**config.mk**
```make
export PLATFORM = sky130hd
export DESIGN_NAME = ssm_ram
export DESIGN_NICKNAME = d
export VERILOG_FILES = /design/src/rtl/core/ssm_ram.sv
export SDC_FILE = /design/constraint.sdc
export NUM_CORES = 1
export LEC_CHECK = 0
export ABC_AREA = 1
export BUFFER_PORTS_ARGS = -buffer_cell sky130_fd_sc_hd__buf_4
export CAP_MARGIN = 10
export CORE_UTILIZATION = 49
export DETAILED_ROUTE_END_ITERATION = 12
export MAX_ROUTING_LAYER = met4
export PLACE_DENSITY_LB_ADDON = 0.12
export SLEW_MARGIN = 25
export SYNTH_ARGS = -nofsm -noshare
export SYNTH_HDL_FRONTEND = slang
export SYNTH_SLANG_ARGS = --single-unit
```
**constraint.sdc**
```tcl
create_clock -name clk_i -period 2.29 [get_ports clk_i]
set_clock_uncertainty 0.1 [all_clocks]
set_input_delay 0.229 -clock clk_i [delete_from_list [all_inputs] [get_ports clk_i]]
set_output_delay 0.229 -clock clk_i [all_outputs]
set_load 0.05 [all_outputs]
```
**src/rtl/core/ssm_ram.sv**
```systemverilog
module ssm_ram #(
  parameter int WIDTH = 8,
  parameter int DEPTH = 16
) (
  input  logic                     clk_i,
  input  logic                     we_i,
  input  logic [$clog2(DEPTH)-1:0] waddr_i,
  input  logic [WIDTH-1:0]         wdata_i,
  input  logic                     re_i,
  input  logic [$clog2(DEPTH)-1:0] raddr_i,
  output logic [WIDTH-1:0]         rdata_o
);

  logic [WIDTH-1:0] mem_q [DEPTH];
  logic [WIDTH-1:0] rdata_q;

  // Read data holds its value until the next read enable.
  always_ff @(posedge clk_i) begin
    if (we_i) begin
      mem_q[waddr_i] <= wdata_i;
    end
    if (re_i) begin
      rdata_q <= mem_q[raddr_i];
    end
  end

  assign rdata_o = rdata_q;

endmodule

```
==> results of run 1 <==
## layer usage
metal	global-route usage [%]	wire [um]
met2	34.4	6080
met3	4.48	627
met4	9.28	197
met1	32.7	6220
met5	-	0
## registers in the layout (all words and copies together) (netlist names)
signal,cells
mem_q,128
rdata_o,8
## per-stage QoR
step | power, mW | cells
floorplan | 3.11 | 551
global placement | 3.26 | 712
detailed placement | 3.26 | 712
CTS | 5.76 | 744
global route | 5.90 | 744
finish | 5.73 | 744
## worst min path at each step
| stage | cells after the start | startpoint | end | slack (ns) |
|---|---|---|---|---|
| floorplan | 0 | wdata_i[0] | mem_q[0][0] | 0.23 |
| global placement | 1 | re_i | rdata_o[5] | 0.45 |
| detailed placement | 1 | re_i | rdata_o[1] | 0.45 |
| CTS | 1 | re_i | rdata_o[7] | 0.01 |
| global route | 1 | re_i | rdata_o[6] | 0.02 |
| finish | 1 | re_i | rdata_o[6] | 0.03 |
## worst reg2reg max path, stage by stage (launching register included)
cell	delay [ns]
edfxtp_1	0.36
nand2_1	0.07
nand2_1	0.07
nand2_1	0.07
nand3_1	0.13
nand3_1	0.12
nand2_1	0.07
## kinds of logic (layout without fill, tap and decap cells)
family        after synthesis  count (layout)  synth area share, %
flops                     136             136                 69.8
buf+inv                   126             176                 9.39
simple gates              289             289                 20.8
## report_power, final
group / switching [mW] / total, mW / internal [mW]
combinational: 0.279 / 0.388 / 0.109
sequential: 0.0171 / 2.82 / 2.81
clock: 0.951 / 2.52 / 1.57
total: 1.25 / 5.73 / 4.48
## cells in the final DEF (no fill, tap or decap), drive strengths merged
cell type    n
edfxtp     136
buf         42
clkbuf      19
nand3b       2
nand2      173
nor2        17
bufinv       2
clkinv      11
inv        102
nand3       97
## cell type report
| class | instances | area share (%) |
|---|---|---|
| well taps | 143 | 2.66 |
| flip-flops and latches | 136 | 60.8 |
| clock buffers | 19 | 6.44 |
| inverters | 102 | 5.70 |
| clock inverters | 13 | 1.66 |
| repair buffers | 42 | 4.69 |
| multi-input cells | 289 | 18.1 |
==> summary.md, run 1 <==
| Metric | Value |
|---|---|
| Result of the run | `finished with violations` |
| Violations in the final reports | `design-rule violations` |
| Highest net fanout along the worst path | `33` |
| Count of vias placed by the detailed router | `slightly below 4000` |
| Number of iterations in the first detailed-routing pass | `8` |
| H-tree depth | `4` |
| CTS tree | `yes` |
| Worst-case clock buffer depth | `2` |
| Number of antenna-violating nets in the routed design | `0` |
| Overall overflow remaining after global route | `0` |
| Boundary pin count | `27` |
| Total GRT Usage | `about a quarter` |
| Initial antenna violation count | `0` |
| CP Class | `input pin to flop` |
| Element type at the critical path end | `flop` |
| Critical register-to-register path startpoint | `mem_q[13][5]` |
| Worst slack at placement | `about 0.47 ns` |
| Share of flip-flops with an asynchronous set or reset after synthesis | `0%` |
| Die Height | `roughly 110 um` |
| Area of the multi-input gates | `1210 um^2` |
| Max-capacitance violation count | `0` |
| Post-synth EDFFs | `around 140` |
| Number of global-route vias before repair | `roughly 3600` |
| Slack of the worst reg-to-reg path | `between 1 and 1.5 ns` |
| Max Freq | `714 MHz` |
| Routability congestion estimate | `between 0.8 and 0.9` |
| Ys flop type | `edfxtp_1` |
| Commonest cells in the synthesized netlist | `173 x nand2_1, 136 x edfxtp_1, 100 x inv_1, 97 x nand3_1, 17 x nor2_1` |
| Post-Place Cell Area | `a little over 6000 um^2` |
| Count of endpoints failing setup in the final report | `0` |
| Fill cell instance count of the final layout | `a little under 1000` |
| Count of distinct cell types in the synthesized netlist | `11` |
| Number of hold-repair buffers added at the cts stage | `0` |
| Dominant cell by count in the synthesized netlist | `nand2_1` |
| Period utilisation layout | `61.2%` |
| Start point of the critical path | `raddr_i[1]` |
| Most frequent cell on the critical path | `nand3_1` |
| Combined area of all synthesized cells | `5850 um^2` |
| Total routed wirelength | `between 10000 and 15000 um` |
| Slowest cell on crit path | `inv_2` |
| Worst hold path class | `input pin to flop` |
| Power density over cell area | `853 nW/um^2` |
| Number of nets in the layout | `~610` |
| Core Area | `11500 um^2` |
| Maximum number of pins on one net before global-route repair | `35` |
| Critical Path RT | `around 2.4 ns` |
| Storage cell area | `roughly 4100 um^2` |
| Number of resized instances in the post-cts repair step | `0` |
| Peak ir drop on the vdd network | `0.465 mV` |
| DRC errors left | `4` |
| Growth of design area from synthesis to finish | `14.9%` |
| Leading cell types by total area after synthesis | `edfxtp_1 70%, nand2_1 11%, nand3_1 8.3%` |
| Sum of negative setup slack | `0 ns` |
| Design Area, Final | `between 6000 and 7000 um^2` |
| Pleak | `2.91 nW` |
| WL/cell | `about 18 um` |
| Clock Latency Late Sink | `approximately 0.42 ns` |
| Setup repair after global routing missed its margin | `false` |
| Final critical-path required period | `roughly 1.4 ns` |
| Clock sink count | `approximately 140` |
| Cells after synthesis | `approximately 550` |
| Clock-pin slew on the worst setup and hold paths | `about 0.060 ns` |
| Total number of cells along the worst setup path | `6` |
| Slowest cell delay on critical path | `0.35 ns` |
| Overall die width | `111 um` |
| Wire length of the first global-routing pass | `around 20000 um` |
| Data arrival time at the worst-slack endpoint | `about 1.5 ns` |
| Max-slew headroom | `between 40% and 50%` |
| Input/output buffers | `26` |
| Average cell area after synthesis | `about 11 um^2` |
| Slew @ Worst Pin | `between 0.7 and 0.8 ns` |
| Yosys warnings | `0` |
| Max-slew violations | `0` |
| Effective utilization at floorplan | `just over 50%` |
| Final core occ | `between 50% and 60%` |
| Sort of element at the start of the critical path | `input pin` |
| First DRT Iteration DRCs | `~280` |
| Cell family contributing the most delay on the critical path | `buffers and inverters` |
| Antenna diodes | `0` |
| Crit Reg-Reg Endpoint | `rdata_o[5]` |
| Detailed Place HPWL | `approximately 8200 um` |
| Worst Reg2Reg Path Length in Cells | `6` |
| Via/cell ratio | `between 5 and 6` |
| Capture point of the critical path | `rdata_o[1]` |
| Share of final-layout standard cells stronger than drive strength 1 | `between 10% and 20%` |
| Setup ws final | `between 0.8 and 0.9 ns` |
| Buf/Inv on CP | `2` |
| Synth top area share | `between 60 and 70%` |
| Number of synthesized register bits | `136` |
| Number of buffers added for setup after CTS | `0` |
| Clock buffers created by TritonCTS | `17` |
| Net count after synthesis | `570` |
| Worst-case hold slack | `about 0.026 ns` |
| Cell type with the highest aggregate area in the netlist | `edfxtp_1` |
| Full die area | `around 12000 um^2` |
| Worst path cell trace | `buf_4, inv_2, nand3_1, nand3_1, nand3_1, nand2_1` |
| Post-synthesis sequential area ratio | `between 60% and 70%` |
| Cell row count | `39` |
| Root Driver | `clkbuf_16` |
| Hold Vio Cnt, Final | `0` |
(Power assumes the default switching activity.)
==> run 2: changes to the inputs <==
==> constraint.sdc (replaced) <==
create_clock -name clk_i -period 1.25 [get_ports clk_i]
set_clock_uncertainty 0.1 [all_clocks]
set_input_delay 0.125 -clock clk_i [delete_from_list [all_inputs] [get_ports clk_i]]
set_output_delay 0.125 -clock clk_i [all_outputs]
set_load 0.05 [all_outputs]
==> summary.md, run 2 (synthesized netlist as in run 1, its figures left out) <==
| Metric | Value |
|---|---|
| Maximum number of pins on one net before global-route repair | `41 (+17%)` |
| Overall die width | `111 um (unchanged)` |
| Clock sink count | `136 (unchanged)` |
| Count of endpoints failing setup in the final report | `2 (+2)` |
| Most used cells in the layout excluding fill and tap cells | `173 x nand2_1, 136 x edfxtp_1, 100 x inv_1` |
| Final critical-path required period | `1.28 ns` |
| Period utilisation layout | `102%` |
| Via/cell ratio | `5.15 (-0.77%)` |
| Area of the multi-input gates | `1290 um^2 (+6.2%)` |
| Clock-pin slew on the worst setup and hold paths | `0.06 ns (about the same)` |
| Hold Vio Cnt, Final | `0 (unchanged)` |
| Result of the run | `finished with violations` |
| Slack of the worst reg-to-reg path | `0.03 ns (-1.02 ns)` |
| CTS tree | `yes` |
| Critical register-to-register path startpoint | `mem_q[2][3]` |
| Root Driver | `clkbuf_16` |
| Wire length of the first global-routing pass | `21900 um (+7.5%)` |
| Core Area | `11500 um^2 (unchanged)` |
| Setup repair after global routing missed its margin | `true` |
| Worst hold path class | `input pin to flop` |
| Number of antenna-violating nets in the routed design | `0 (unchanged)` |
| Register name with the most flops | `mem_q` |
| Input/output buffers | `26 (unchanged)` |
| Commonest non-fill, non-tap cell in the layout | `nand2_1` |
| Violations in the final reports | `design-rule violations, negative setup slack` |
| WL/cell | `17.9 um (+1.2%)` |
| Total GRT Usage | `25.3% (+1.8 points)` |
| Max-capacitance violation count | `0 (unchanged)` |
| Die Height | `111 um (unchanged)` |
| Hold Startpoint | `raddr_i[3]` |
| Worst path cell trace | `buf_6` |
| CP Class | `flop to primary output` |
| Top routing layer in use | `met4` |
| Number of iterations in the first detailed-routing pass | `9 (+1)` |
| Fill cell instance count of the final layout | `904 (-8.6%)` |
| Slew @ Worst Pin | `0.440 ns (-0.354 ns)` |
| Number of instances on the worst hold path | `3 (+2)` |
| Max-slew headroom | `70.6% (+24 points)` |
| Boundary pin count | `27 (unchanged)` |
| Share of final-layout standard cells stronger than drive strength 1 | `15.8% (+4.0 points)` |
| Peak ir drop on the vdd network | `1.23 mV (+160%)` |
| Clock Latency Late Sink | `0.42 ns (about the same)` |
| First DRT Iteration DRCs | `297 (+4.6%)` |
| Storage cell area | `4080 um^2 (unchanged)` |
| WL met2 | `6230 um (+2.5%)` |
| End point of the most critical hold path | `rdata_o[2]` |
| Data arrival time at the worst-slack endpoint | `1.05 ns (-0.42 ns)` |
| Pleak | `3.11 nW (+7.0%)` |
| Slowest cell on crit path | `edfxtp_1` |
| Effective utilization at floorplan | `50.8% (unchanged)` |
| Met3 wire length | `957 um (+53%)` |
| Growth of design area from synthesis to finish | `22.4%` |
| Number of flip-flops in the largest register | `128 (unchanged)` |
| Number of global-route vias before repair | `3918 (+8.8%)` |
| Setup ws final | `-0.0281 ns (-0.918 ns)` |
| Number of non-filler instances in the completed layout | `768 (+3.2%)` |
| Worst-case hold slack | `0.0427 ns (+0.0166 ns)` |
| Count of vias placed by the detailed router | `3958 (+2.4%)` |
| Buf/Inv on CP | `1 (-1)` |
| Number of nets in the layout | `631 (+4.0%)` |
| Cell row count | `39 (unchanged)` |
| Initial antenna violation count | `0 (unchanged)` |
| Total routed wire length on the met1 layer | `6110 um (-1.8%)` |
| Clock buffers created by TritonCTS | `17 (unchanged)` |
| H-tree depth | `4 (unchanged)` |
| Sum of negative setup slack | `-0.0480 ns (-0.0480 ns)` |
| Max-slew violations | `0 (unchanged)` |
| Slowest cell delay on critical path | `0.45 ns (+0.10 ns)` |
| Dpl cells | `727 (+2.1%)` |
| Cell family contributing the most delay on the critical path | `flip-flops` |
| Routability congestion estimate | `0.788 (-5.5%)` |
| Full die area | `12400 um^2 (unchanged)` |
| Detailed Place HPWL | `8490 um (+3.1%)` |
| Total routed wirelength | `13700 um (+4.5%)` |
| Antenna diodes | `0 (unchanged)` |
| DRC errors left | `5 (+1)` |
| Worst Reg2Reg Path Length in Cells | `6 (unchanged)` |
| Worst-case clock buffer depth | `2 (unchanged)` |
| Overall overflow remaining after global route | `0 (unchanged)` |
| Highest net fanout along the worst path | `1 (-97%)` |
| Crit Reg-Reg Endpoint | `rdata_o[3]` |
| Critical Path RT | `1.02 ns (-1.34 ns)` |
| Power density over cell area | `1570 nW/um^2 (+84%)` |
| Sort of element at the start of the critical path | `flop` |
| Element type at the critical path end | `primary output` |
| Max Freq | `782 MHz` |
-- run 2: cell types whose count changed in the layout (fill, tap and decap cells not counted) --
cell | previous run | this run
buf_4 | 42 | 47
buf_12 | 0 | 6
clkinv_1 | 3 | 4
clkinv_2 | 8 | 3
nand3_1 | 97 | 82
nand3_2 | 0 | 15
bufinv_16 | 2 | 5
buf_6 | 0 | 4
dlygate4sd3_1 | 0 | 9
clkbuf_1 | 2 | 3
-- run 2: metrics by stage --
step	utilization, %	total power, mW	worst slack, ns	area (um^2)
floorplan	-	5.69	0.0742	5850
global placement	55.2	6.03	-0.165	6360
detailed placement	55.2	6.04	-0.178	6360
CTS	61.5	11.3	-0.0510	7090
global route	62.2	11.6	-0.0493	7160
finish	62.2	11.3	-0.0281	7160
-- run 2: worst max-delay path by stage --
stage / depth (start not counted) / from / end
3_5_place_dp: 8 / raddr_i[0] / rdata_o[1]
5_1_grt: 1 / rdata_o[4] / rdata_o[4]
6_report: 1 / rdata_o[4] / rdata_o[4]
3_3_place_gp: 8 / raddr_i[0] / rdata_o[7]
2_1_floorplan: 2 / waddr_i[3] / mem_q[4][0]
4_1_cts: 1 / rdata_o[7] / rdata_o[7]
-- run 2: report_power, final --
part	internal [mW]	total (mW)	switching (mW)	leakage, nW
Combinational	0.280	0.824	0.544	1.58
Sequential	5.14	5.17	0.0315	1.24
Clock	3.50	5.26	1.77	0.302
Total	8.92	11.3	2.34	3.11
-- run 2: routing by layer --
metal / up-vias / global-route usage (%)
met4: 0 / 11.3
met5: - / -
met3: 32 / 6.07
met2: 158 / 35.8
li1: 1904 / -
met1: 1864 / 34.9
-- run 2: repair_timing --
item                                    in CTS  in global routing
endpoints found under the setup margin       4                 12
buffers inserted                             0                  0
hold buffers                                 9                  0
pin swaps                                    0                  7
hold endpoints to repair                   136                  0
gates resized for setup                      4                 15
-- run 2: layout make-up --
class                      instances  area share [%]
sequential                       136            57.0
multi-input combinational        289            18.0
timing repair buffer              66            8.49
clock buffer                      20            6.10
inverter                         102            5.35
clock inverter                    12            2.52
tap                              143            2.50
